==> src/hw/rtl/msc_pkg.sv <==
// ----------------------------------------------------------------------------
// Marquee scroll controller package
// Command, phase and register codes and the fixed scroll constants.
// ----------------------------------------------------------------------------
package msc_pkg;

    localparam logic [1:0] CMD_TICK  = 2'd0;
    localparam logic [1:0] CMD_LOAD  = 2'd1;
    localparam logic [1:0] CMD_CLEAR = 2'd2;

    localparam logic REG_DISPLAY_WIDTH = 1'b0;
    localparam logic REG_SIDE_PADDING  = 1'b1;

    localparam logic [2:0] PH_CODE_EMPTY  = 3'd0;
    localparam logic [2:0] PH_CODE_NEW    = 3'd1;
    localparam logic [2:0] PH_CODE_FIXED  = 3'd2;
    localparam logic [2:0] PH_CODE_WAITL  = 3'd3;
    localparam logic [2:0] PH_CODE_SCROLL = 3'd4;
    localparam logic [2:0] PH_CODE_WAITR  = 3'd5;
    localparam logic [2:0] PH_CODE_RETURN = 3'd6;

    localparam logic [9:0] DISPLAY_WIDTH_RESET = 10'd240;
    localparam logic [7:0] SIDE_PADDING_RESET  = 8'd10;

    localparam logic [6:0]         WAIT_FIRST  = 7'd30;
    localparam logic [6:0]         WAIT_END    = 7'd60;
    localparam logic signed [13:0] SCROLL_STEP = 14'sd2;
    localparam logic [10:0]        RETURN_MIN  = 11'd4;

    typedef enum logic [6:0] {
        PH_EMPTY  = 7'b0000001,
        PH_NEW    = 7'b0000010,
        PH_FIXED  = 7'b0000100,
        PH_WAITL  = 7'b0001000,
        PH_SCROLL = 7'b0010000,
        PH_WAITR  = 7'b0100000,
        PH_RETURN = 7'b1000000
    } t_phase;

    function automatic logic [2:0] phase_code(input t_phase p);
        logic [2:0] code;
        unique case (p)
            PH_NEW:    code = PH_CODE_NEW;
            PH_FIXED:  code = PH_CODE_FIXED;
            PH_WAITL:  code = PH_CODE_WAITL;
            PH_SCROLL: code = PH_CODE_SCROLL;
            PH_WAITR:  code = PH_CODE_WAITR;
            PH_RETURN: code = PH_CODE_RETURN;
            default:   code = PH_CODE_EMPTY;
        endcase
        return code;
    endfunction

endpackage

==> src/hw/rtl/marquee_scroll_controller.sv <==
// ----------------------------------------------------------------------------
// Marquee scroll controller
// Sequences the horizontal position of one scrolling text label per tick.
// ----------------------------------------------------------------------------
// Input stream (s_*): one command per transfer, tuser carries the command
// (tick, load, clear) and tdata the text width used on load.
// Output stream (m_*): exactly one result per input transfer, in order;
// tdata carries the signed x position, tuser the redraw and blank flags
// and the phase after the command.
// Configuration: APB port, display width at 0x0, side padding at 0x4; the user
// must write them only while idle; the block does not enforce it. pready is tied high.
// Path: the input transfer is held in the input register, then one
// combinational update writes the result register and state; the result
// transfer then waits for m_tready.
// Throughput: one item per cycle while m_tready is high; the state update is
// a single pass of a few adds and compares, so only a stall lowers the rate.
// Stall: while m_tready is low the result holds, one further item waits in
// the input register, then s_tready drops.
// Reset (synchronous, active low): empties both stages, restores register
// defaults and clears all label state to the empty phase.
// ----------------------------------------------------------------------------
module marquee_scroll_controller (
    input  logic        i_clk,
    input  logic        i_rst_n,

    input  logic        s_tvalid,
    output logic        s_tready,
    input  logic [15:0] s_tdata,   // [11:0] lbl_width, [15:12] zero
    input  logic [1:0]  s_tuser,   // [1:0] cmd

    output logic        m_tvalid,
    input  logic        m_tready,
    output logic [15:0] m_tdata,   // [13:0] x_position, [15:14] zero
    output logic [4:0]  m_tuser,   // [0] redraw, [1] blank_last, [4:2] phase

    input  logic        psel,
    input  logic        penable,
    input  logic        pwrite,
    input  logic [2:0]  paddr,
    input  logic [31:0] pwdata,
    output logic [31:0] prdata,
    output logic        pready
);

    logic               w_reg_sel;
    logic [9:0]         r_display_width;
    logic [7:0]         r_side_padding;

    logic               r_in_vld;
    logic [1:0]         r_in_cmd;
    logic [11:0]        r_in_tw;

    logic               r_out_vld;
    logic signed [13:0] r_out_x;
    logic               r_out_redraw;
    logic               r_out_blank;
    logic [2:0]         r_out_phase;

    msc_pkg::t_phase    r_phase, n_phase;
    logic [11:0]        r_lw, n_lw;
    logic signed [13:0] r_pos, n_pos;
    logic signed [13:0] r_home, n_home;
    logic signed [13:0] r_far, n_far;
    logic [6:0]         r_wait, n_wait;
    logic               r_drawn, n_drawn;
    logic               n_redraw;
    logic               n_blank;

    logic               w_advance;
    logic signed [13:0] w_diff;
    logic signed [13:0] w_centre;
    logic signed [13:0] w_pad;
    logic signed [13:0] w_home;
    logic signed [13:0] w_span;
    logic               w_scroll;
    logic signed [13:0] w_far;
    logic signed [13:0] w_dec;
    logic signed [13:0] w_dist;
    logic [13:0]        w_abs;
    logic signed [13:0] w_step;
    logic signed [13:0] w_inc;

    // ------------------------------------------------------------------------
    // Configuration
    // ------------------------------------------------------------------------
    assign w_reg_sel = paddr[2];
    assign pready    = 1'b1;
    assign prdata    = (w_reg_sel == msc_pkg::REG_SIDE_PADDING) ? {24'd0, r_side_padding}
                                                                : {22'd0, r_display_width};

    always_ff @(posedge i_clk) begin
        if (!i_rst_n) begin
            r_display_width <= msc_pkg::DISPLAY_WIDTH_RESET;
            r_side_padding  <= msc_pkg::SIDE_PADDING_RESET;
        end else if (psel && penable && pwrite && pready) begin
            if (w_reg_sel == msc_pkg::REG_SIDE_PADDING) begin
                r_side_padding <= pwdata[7:0];
            end else begin
                r_display_width <= pwdata[9:0];
            end
        end
    end

    // ------------------------------------------------------------------------
    // Handshake
    // ------------------------------------------------------------------------
    assign w_advance = r_in_vld && (!r_out_vld || m_tready);
    assign s_tready  = !r_in_vld || w_advance;

    always_ff @(posedge i_clk) begin
        if (!i_rst_n) begin
            r_in_vld <= 1'b0;
        end else if (s_tvalid && s_tready) begin
            r_in_vld <= 1'b1;
        end else if (w_advance) begin
            r_in_vld <= 1'b0;
        end
    end

    always_ff @(posedge i_clk) begin
        if (s_tvalid && s_tready) begin
            r_in_cmd <= s_tuser;
            r_in_tw  <= s_tdata[11:0];
        end
    end

    // ------------------------------------------------------------------------
    // Position arithmetic
    // ------------------------------------------------------------------------
    assign w_diff   = $signed({4'd0, r_display_width}) - $signed({2'd0, r_lw});
    assign w_centre = (w_diff >>> 1) + $signed({13'd0, w_diff[13] & w_diff[0]});
    assign w_pad    = $signed({6'd0, r_side_padding});
    assign w_home   = (w_centre > w_pad) ? w_centre : w_pad;
    assign w_span   = $signed({4'd0, r_display_width})
                    - $signed({5'd0, r_side_padding, 1'b0});
    assign w_scroll = $signed({2'd0, r_lw}) > w_span;
    assign w_far    = w_diff - w_pad;

    assign w_dec    = r_pos - msc_pkg::SCROLL_STEP;
    assign w_dist   = r_pos - r_home;
    assign w_abs    = w_dist[13] ? 14'(-w_dist) : 14'(w_dist);
    assign w_step   = (w_abs[13:3] < msc_pkg::RETURN_MIN) ? $signed({3'd0, msc_pkg::RETURN_MIN})
                                                          : $signed({3'd0, w_abs[13:3]});
    assign w_inc    = r_pos + w_step;

    // ------------------------------------------------------------------------
    // Next state
    // ------------------------------------------------------------------------
    always_comb begin
        n_phase  = r_phase;
        n_lw     = r_lw;
        n_pos    = r_pos;
        n_home   = r_home;
        n_far    = r_far;
        n_wait   = r_wait;
        n_drawn  = r_drawn;
        n_redraw = 1'b0;
        n_blank  = 1'b0;
        unique case (r_in_cmd)
            msc_pkg::CMD_TICK: begin
                unique case (r_phase)
                    msc_pkg::PH_NEW: begin
                        n_home   = w_home;
                        n_pos    = w_home;
                        n_redraw = 1'b1;
                        if (w_scroll) begin
                            n_far   = w_far;
                            n_phase = msc_pkg::PH_WAITL;
                            n_wait  = msc_pkg::WAIT_FIRST;
                        end else begin
                            n_phase = msc_pkg::PH_FIXED;
                        end
                    end
                    msc_pkg::PH_WAITL, msc_pkg::PH_WAITR: begin
                        if (r_wait != 7'd0) begin
                            n_wait = r_wait - 7'd1;
                        end else if (r_phase == msc_pkg::PH_WAITL) begin
                            n_phase = msc_pkg::PH_SCROLL;
                        end else begin
                            n_phase = msc_pkg::PH_RETURN;
                        end
                    end
                    msc_pkg::PH_SCROLL: begin
                        n_redraw = 1'b1;
                        if (w_dec <= r_far) begin
                            n_pos   = r_far;
                            n_phase = msc_pkg::PH_WAITR;
                            n_wait  = msc_pkg::WAIT_END;
                        end else begin
                            n_pos = w_dec;
                        end
                    end
                    msc_pkg::PH_RETURN: begin
                        n_redraw = 1'b1;
                        if (w_inc >= r_home) begin
                            n_pos   = r_home;
                            n_phase = msc_pkg::PH_WAITL;
                            n_wait  = msc_pkg::WAIT_END;
                        end else begin
                            n_pos = w_inc;
                        end
                    end
                    default: begin
                    end
                endcase
                if (n_redraw) begin
                    n_drawn = 1'b1;
                end
            end
            msc_pkg::CMD_LOAD: begin
                n_lw    = r_in_tw;
                n_phase = msc_pkg::PH_NEW;
                n_wait  = 7'd0;
            end
            msc_pkg::CMD_CLEAR: begin
                n_blank = r_drawn;
                n_drawn = 1'b0;
                n_phase = msc_pkg::PH_EMPTY;
            end
            default: begin
            end
        endcase
    end

    always_ff @(posedge i_clk) begin
        if (!i_rst_n) begin
            r_phase <= msc_pkg::PH_EMPTY;
            r_lw    <= 12'd0;
            r_pos   <= 14'sd0;
            r_home  <= 14'sd0;
            r_far   <= 14'sd0;
            r_wait  <= 7'd0;
            r_drawn <= 1'b0;
        end else if (w_advance) begin
            r_phase <= n_phase;
            r_lw    <= n_lw;
            r_pos   <= n_pos;
            r_home  <= n_home;
            r_far   <= n_far;
            r_wait  <= n_wait;
            r_drawn <= n_drawn;
        end
    end

    // ------------------------------------------------------------------------
    // Result register
    // ------------------------------------------------------------------------
    always_ff @(posedge i_clk) begin
        if (!i_rst_n) begin
            r_out_vld <= 1'b0;
        end else if (w_advance) begin
            r_out_vld <= 1'b1;
        end else if (m_tready) begin
            r_out_vld <= 1'b0;
        end
    end

    always_ff @(posedge i_clk) begin
        if (w_advance) begin
            r_out_x      <= n_pos;
            r_out_redraw <= n_redraw;
            r_out_blank  <= n_blank;
            r_out_phase  <= msc_pkg::phase_code(n_phase);
        end
    end

    assign m_tvalid = r_out_vld;
    assign m_tdata  = {2'b00, r_out_x};
    assign m_tuser  = {r_out_phase, r_out_blank, r_out_redraw};

endmodule

==> config.mk <==
export PLATFORM = sky130hd
export DESIGN_NAME = marquee_scroll_controller
export DESIGN_NICKNAME = d
export VERILOG_FILES = /design/src/hw/rtl/msc_pkg.sv /design/src/hw/rtl/marquee_scroll_controller.sv
export SDC_FILE = /design/constraint.sdc
export NUM_CORES = 1
export LEC_CHECK = 0
export ABC_AREA = 0
export BUFFER_PORTS_ARGS = -buffer_cell sky130_fd_sc_hd__buf_2
export CAP_MARGIN = 0
export CORE_MARGIN = 8
export CORE_UTILIZATION = 42
export CTS_BUF_LIST = sky130_fd_sc_hd__clkbuf_2
export CTS_CLUSTER_DIAMETER = 200
export DETAILED_ROUTE_END_ITERATION = 10
export PLACE_DENSITY = 0.64
export SLEW_MARGIN = 20
export SYNTH_ARGS = -nofsm -noshare
export SYNTH_HDL_FRONTEND = slang
export SYNTH_SLANG_ARGS = --single-unit
==> constraint.sdc <==
create_clock -name i_clk -period 14.5 [get_ports i_clk]
set_clock_uncertainty 0.2 [all_clocks]
set_input_delay 2.175 -clock i_clk [delete_from_list [all_inputs] [get_ports i_clk]]
set_output_delay 2.175 -clock i_clk [all_outputs]
set_load 0.01 [all_outputs]
==> impl_metrics.ini, run 1 <==
[logic_synthesis]
synthesis.instances = 1269
synth_top_flop_cell = sky130_fd_sc_hd__dfxtp_1
syn-cell-area_mm2 = 0.01026
yosys.cell_types.count = 92
ys_seq_area_share_pct = 26.84
synthTopCellsByArea = sky130_fd_sc_hd__dfxtp_1, sky130_fd_sc_hd__ha_1, sky130_fd_sc_hd__edfxtp_1
ys_seq_elements = 121
netlist.top_cell.by_area = sky130_fd_sc_hd__dfxtp_1
syn_avg_cell_area_um2 = 8.083
synth_top_area_share_pct = 17.17
async_flop_share_pct = 0
yosys_warnings = 0
number_of_enable_flip_flop_cells_after_synthesis = 33

[clocking]
post_cts.repair.setup_buffers = 0
cts_repair_resize_count = 0
insertion_delay_to_the_later_sink_of_the_worst_skew_pair_ps = 760
worst_setup_hold_path_clk_slew_ps = 210
clk_root_buffer_cell = sky130_fd_sc_hd__clkbuf_2
cts.sink_count = 121
post_cts_hold_fix_bufs = 0
cts.htree.levels = 4
cts_made_buffers = 17
clock_tree_from_tritoncts = yes
cts.path.max_buffers = 2

[drt]
drc = 0
initialDrtViolationCount = 705
drtAntennaViolNets = 0
routed_via_density = 5.612
totalWireLength_um = 28050
detail_route.first_pass.iterations = 5
vias = 9215
drt-wirelength-per-cell_um = 17.08

[finish]
finalCoreUtilization_pct = 45.14
nFillCells = 2436
layout_common_cells = sky130_fd_sc_hd__nand2_1, sky130_fd_sc_hd__nor2_1, sky130_fd_sc_hd__ha_1, sky130_fd_sc_hd__a21oi_1, sky130_fd_sc_hd__dfxtp_1
layout.area.seq_mm2 = 0.002753
layout_commonest_cell = sky130_fd_sc_hd__nand2_1
drive_above_1_share_pct = 11.31
layout.cell_area.non_filler_mm2 = 0.01091
final_cell_count_no_fill = 1642
nNetsFinal = 1472
synthToLayoutAreaGrowth_pct = 6.404
multi_input_comb_area_mm2 = 0.006872

[placed_design]
place_congestion = 0.9053
io_buffers = 62
placed_cells_incl_taps = 1609
detailed_place_hpwl_um = 21860
detailedPlace.worstSlack_ps = 5893
detailed_place.area_mm2 = 0.01071

[worst_setup_path]
start_kind = flop
timing.critical_path.slowest_stage_cell = sky130_fd_sc_hd__a41oi_1
regToRegStartpoint = r_pos[0]
crit_path_max_fanout = 18
cp_data_arrival_time_ps = 9000
crit_path_start = r_pos[0]
critical_path_class = flop to flop
crit_required_ps = 14970
crit_path_max_incr_delay_ps = 800
setup.worst_path.end_class = flop
reg2reg_slack_ps = 5970

[hold_path]
min_path_type = flop to flop
worst_hold_startpoint = r_wait[6]

[sta]
clock.fmax_mhz = 117.2
setup-violations-final = 0
fin_setup_tns_ps = 0
timing.final.max_slew_violations = 0
post-route-worst-setup-slack_ps = 5966
hold_viol_final = 0
tightestPinTransition_ps = 992.9
max-slew-margin-rel_pct = 32.94
whs_ps = 282.4
layout_worst_path_cycle_share_pct = 58.86
post-route-min-period_ps = 8534
rsz0062_at_grt = false

[die]
floorplan.initialDensity_pct = 42.43
io_pins = 116
die_area_mm2 = 0.02968
floorplan.core_area_mm2 = 0.02418
floorplan.rows = 57
die_x_um = 172.3
floorplan.die.height_um = 172.3

[global_routing]
antenna_violations_before_repair = 1
grt.overflow.total = 0
grt_first_pass_wirelength_um = 45010
grt_start_max_net_pins = 43
grt_pass1_vias = 8720
groute.usage.overall_pct = 19.23

[status]
outcome = finished, final reports clean

[power_and_ir_drop]
power_leakage_nw = 4.520
power_density_of_the_placed_cells_mw_per_mm2 = 68.80
report.power.total_mw = 0.7509
power.ir.vdd_worst_mv = 0.04637

[flow_run]
count_of_maximum_capacitance_violations = 0
==> cell type report <==
| type | instances | share of cell area, % |
|---|---|---|
| antenna | 1 | 0.02293 |
| inverter | 83 | 2.855 |
| timing repair buffer | 70 | 3.393 |
| multi-input combinational | 1011 | 62.96 |
| sequential | 121 | 25.22 |
| clock buffer | 20 | 0.9171 |
| clock inverter | 12 | 0.9171 |
| tap | 324 | 3.714 |
==> Yosys cell counts (all sizes together) (13+ instances only) <==
library cell / number
nand2b: 13
xnor2: 46
xor2: 29
nor2b: 19
dfxtp: 88
o21ai: 68
a31oi: 23
buf: 36
or3: 13
nand3: 32
a21oi: 92
inv: 82
mux2i: 26
nand2: 140
nor2: 114
ha: 103
clkbuf: 41
a211oi: 30
a21o: 26
nor3: 30
edfxtp: 33
==> worst paths after layout <==
check	cells past startpoint	to
worst max-delay path	35	r_wait[3]
worst min-delay path	1	r_wait[6]
worst max register to register	35	r_wait[3]
worst min register to register	1	r_wait[6]
==> flip-flops by register name, indices dropped and copies added (netlist names) <==
register / cells
r_wait: 7
r_lw: 12
r_far: 14
r_in_vld: 1
r_out_blank: 1
r_drawn: 1
r_out_phase: 3
r_out_x: 14
m_tvalid: 1
r_out_redraw: 1
r_in_cmd: 2
r_phase: 7
r_side_padding: 8
r_display_width: 10
r_in_tw: 12
r_home: 13
r_pos: 14
==> routing by layer <==
layer / routed length, µm / global-route usage, % / vias up / share of wire (%)
met5: 0 / 0 / - / 0
met2: 12440 / 30.56 / 313 / 44
met3: 1794 / 3.790 / 62 / 6.4
met4: 901 / 8.208 / 0 / 3.2
met1: 12910 / 25.07 / 4243 / 46
li1: - / - / 4597 / -
==> report_power, final <==
part | internal [mW] | total (mW) | switching [mW]
combinational | 0.0689 | 0.182 | 0.113
sequential | 0.356 | 0.364 | 0.00796
clock | 0.0637 | 0.205 | 0.142
total | 0.489 | 0.751 | 0.262
==> kinds of logic (layout without fill, tap and decap cells) <==
family | count (synthesis) | in the layout | share of synthesized area [%]
other | 2 | 26 | 0.07322
AND/OR/NAND/NOR | 437 | 437 | 20.66
buffers and inverters | 160 | 185 | 7.014
multiplexers | 37 | 37 | 3.781
XOR/XNOR | 75 | 75 | 6.404
flip-flops | 121 | 121 | 26.84
AO/OA/AOI/OAI | 328 | 328 | 21.59
adder cells (fa/ha/maj) | 109 | 109 | 13.64
==> worst max-delay path: cells and delay by family, from the launching register on <==
kind,cells,cell delay [ps]
AND/OR/NAND/NOR,8,1570
buffers and inverters,4,470
adder cells (fa/ha/maj),5,1430
XOR/XNOR,2,520
AO/OA/AOI/OAI,16,3900
flip-flops,1,390
Power figures use the tool's default switching activity.
==> run 2: changes to the inputs <==
- PLACE_DENSITY: 0.64 -> 0.66
- clock period: 14.5 -> 7 ns (I/O delays scaled with it)
==> run 2 against run 1 <==
  * The flow now finishes with violations (negative setup slack)
  * Design area is 18% higher
  * Critical path depth is 3 higher
  * Cell count is 9.8% higher
  * Highest routed layer unchanged
==> impl_metrics.ini, run 2 (synthesis gave the netlist of run 1 again) <==
[power_and_ir_drop]
p_int_mw = 1.244
power_switching_mw = 0.5979
combinationalPowerShare_pct = 27.6
power_leakage_nw = 5.523
switching_power_as_a_share_of_total_power_pct = 32.46
seq_power_share_pct = 41.0
share_clk_of_total_power_pct = 31.5
power_density_of_the_placed_cells_mw_per_mm2 = 143.1
power.ir.vdd_worst_mv = 0.1039

[worst_setup_path]
ff2ff_path_depth = 38
start_kind = flop
cp_data_arrival_time_ps = 7810
crit_path_max_fanout = 5
cp_num_buf_inv = 10
critical_path_class = flop to flop
timing.critical_path.slowest_stage_cell = sky130_fd_sc_hd__dfxtp_1
regToRegStartpoint = r_home[2]
crit_path_start = r_home[2]
setup.worst_path.end_class = flop
reg2reg_slack_ps = -450
crit_path_max_incr_delay_ps = 390
crit_required_ps = 7360
critical_path.reg2reg.endpoint = r_out_phase[0]
crit_path_frequent_cell = sky130_fd_sc_hd__buf_4
cell_type_group_with_the_largest_total_delay_on_the_critical_path = compound AO/OA/AOI/OAI gates

[die]
floorplan.die.height_um = 172.3
floorplan.core_area_mm2 = 0.02418
floorplan.initialDensity_pct = 42.43
io_pins = 116
die_area_mm2 = 0.02968
die_x_um = 172.3
floorplan.rows = 57

[sta]
rsz0062_at_grt = true
fin_setup_tns_ps = -7289
timing.final.max_slew_violations = 0
tightestPinTransition_ps = 1000
max-slew-margin-rel_pct = 33.02
hold_viol_final = 0
layout_worst_path_cycle_share_pct = 106.5
whs_ps = 281.0
clock.fmax_mhz = 134.2
post-route-min-period_ps = 7453
setup-violations-final = 32
post-route-worst-setup-slack_ps = -452.7

[clocking]
cts.sink_count = 121
clk_root_buffer_cell = sky130_fd_sc_hd__clkbuf_2
insertion_delay_to_the_later_sink_of_the_worst_skew_pair_ps = 730
cts.path.max_buffers = 2
post_cts_hold_fix_bufs = 0
worst_setup_hold_path_clk_slew_ps = 220
cts_made_buffers = 17
cts.htree.levels = 4
clock_tree_from_tritoncts = yes

[hold_path]
hold-path-cell-count = 1
min_path_type = primary input to flop
worst_hold_startpoint = s_tdata[10]
worst_hold_path.endpoint = r_in_tw[10]

[finish]
layout.cell_area.non_filler_mm2 = 0.01287
layout_common_cells = sky130_fd_sc_hd__buf_4, sky130_fd_sc_hd__nand2_1, sky130_fd_sc_hd__nor2_1, sky130_fd_sc_hd__ha_1, sky130_fd_sc_hd__dfxtp_1
multi_input_comb_area_mm2 = 0.007432
drive_above_1_share_pct = 26.73
synthToLayoutAreaGrowth_pct = 25.47
layout.area.seq_mm2 = 0.002756
layout_top_registers = r_far: 14 flops, r_out_x: 14 flops, r_pos: 14 flops
nFillCells = 2256
layout_commonest_cell = sky130_fd_sc_hd__buf_4
nNetsFinal = 1633

[global_routing]
grt_first_pass_wirelength_um = 48430
antenna_violations_before_repair = 1
grt_start_max_net_pins = 54
grt.overflow.total = 0
grt_pass1_vias = 9574
groute.usage.overall_pct = 20.42

[placed_design]
detailed_place_hpwl_um = 23010
detailed_place.area_mm2 = 0.01167
io_buffers = 62
place_congestion = 0.9481

[drt]
detail_route.first_pass.iterations = 8
initialDrtViolationCount = 916
totalWireLength_um = 30830
routed_via_density = 5.527
drc = 0
vias = 9966
drtAntennaViolNets = 0
drt-wirelength-per-cell_um = 17.10

[status]
failed_checks = negative setup slack
outcome = finished, violations left

[flow_run]
count_of_maximum_capacitance_violations = 0
[run 2: cell types whose count changed in the layout (fill, tap and decap cells not counted), sizes merged]
cell,change
buf,+161
bufinv,+4
clkbuf,-3
clkinvlp,+1
inv,-2
[run 2: power groups by stage]
stage	clock, mW	combinational, mW	sequential (mW)
final	0.580	0.508	0.755
after global routing	0.614	0.552	0.757
after CTS	0.590	0.461	0.754
after detailed placement	0	0.411	0.769
after global placement	0	0.404	0.768
after floorplan	0	0.301	0.763
[run 2: stage by stage]
stage          total power [mW]  std cells  utilization (%)  worst slack [ps]
3_3_place_gp              1.172       1731            48.26            -556.6
3_5_place_dp              1.179       1731            48.26            -705.8
4_1_cts                   1.805       1795            51.54            -309.0
6_report                  1.842       1803            53.23            -452.7
2_1_floorplan             1.064       1292                -             30.96
5_1_grt                   1.923       1803            53.23            -713.4
[run 2: worst reg2reg max path: cells and delay by family, from the launching register on]
family          cells  cell delay, ps
fa+ha+maj           4             920
simple gates        7             810
xor+xnor            1             140
buf+inv            10            1330
compound gates     15            3200
flops               1             390
mux                 1             300
[run 2: per-layer routing]
layer | wire (µm) | GRT usage [%]
met1 | 13380 | 25.86
met2 | 14600 | 34.65
met3 | 1721 | 2.763
met4 | 1127 | 8.058
met5 | 0 | 0
[run 2: area by class of cell]
type / instances / share of cell area, %
timing repair buffer: 231 / 12.85
multi-input combinational: 1011 / 57.75
clock buffer: 17 / 0.6611
inverter: 83 / 2.421
tap: 324 / 3.150
clock inverter: 15 / 1.731
antenna: 1 / 0.01944
sequential: 121 / 21.42
[run 2: what timing repair did]
item                       in CTS  in global routing
pin swaps                      52                 45
setup endpoints to repair      37                 42
cloned                          1                  0
setup buffers                  31                 12
resized for setup              65                 61
[run 2: how the worst max path moves through the flow]
stage / endpoint / slack [ps] / cells past startpoint
after floorplan: r_out_phase[0] / 30 / 35
after global placement: r_out_phase[0] / -560 / 36
after detailed placement: r_out_phase[0] / -710 / 36
after CTS: r_out_phase[0] / -310 / 38
after global routing: r_out_phase[0] / -710 / 38
final: r_out_phase[0] / -450 / 38
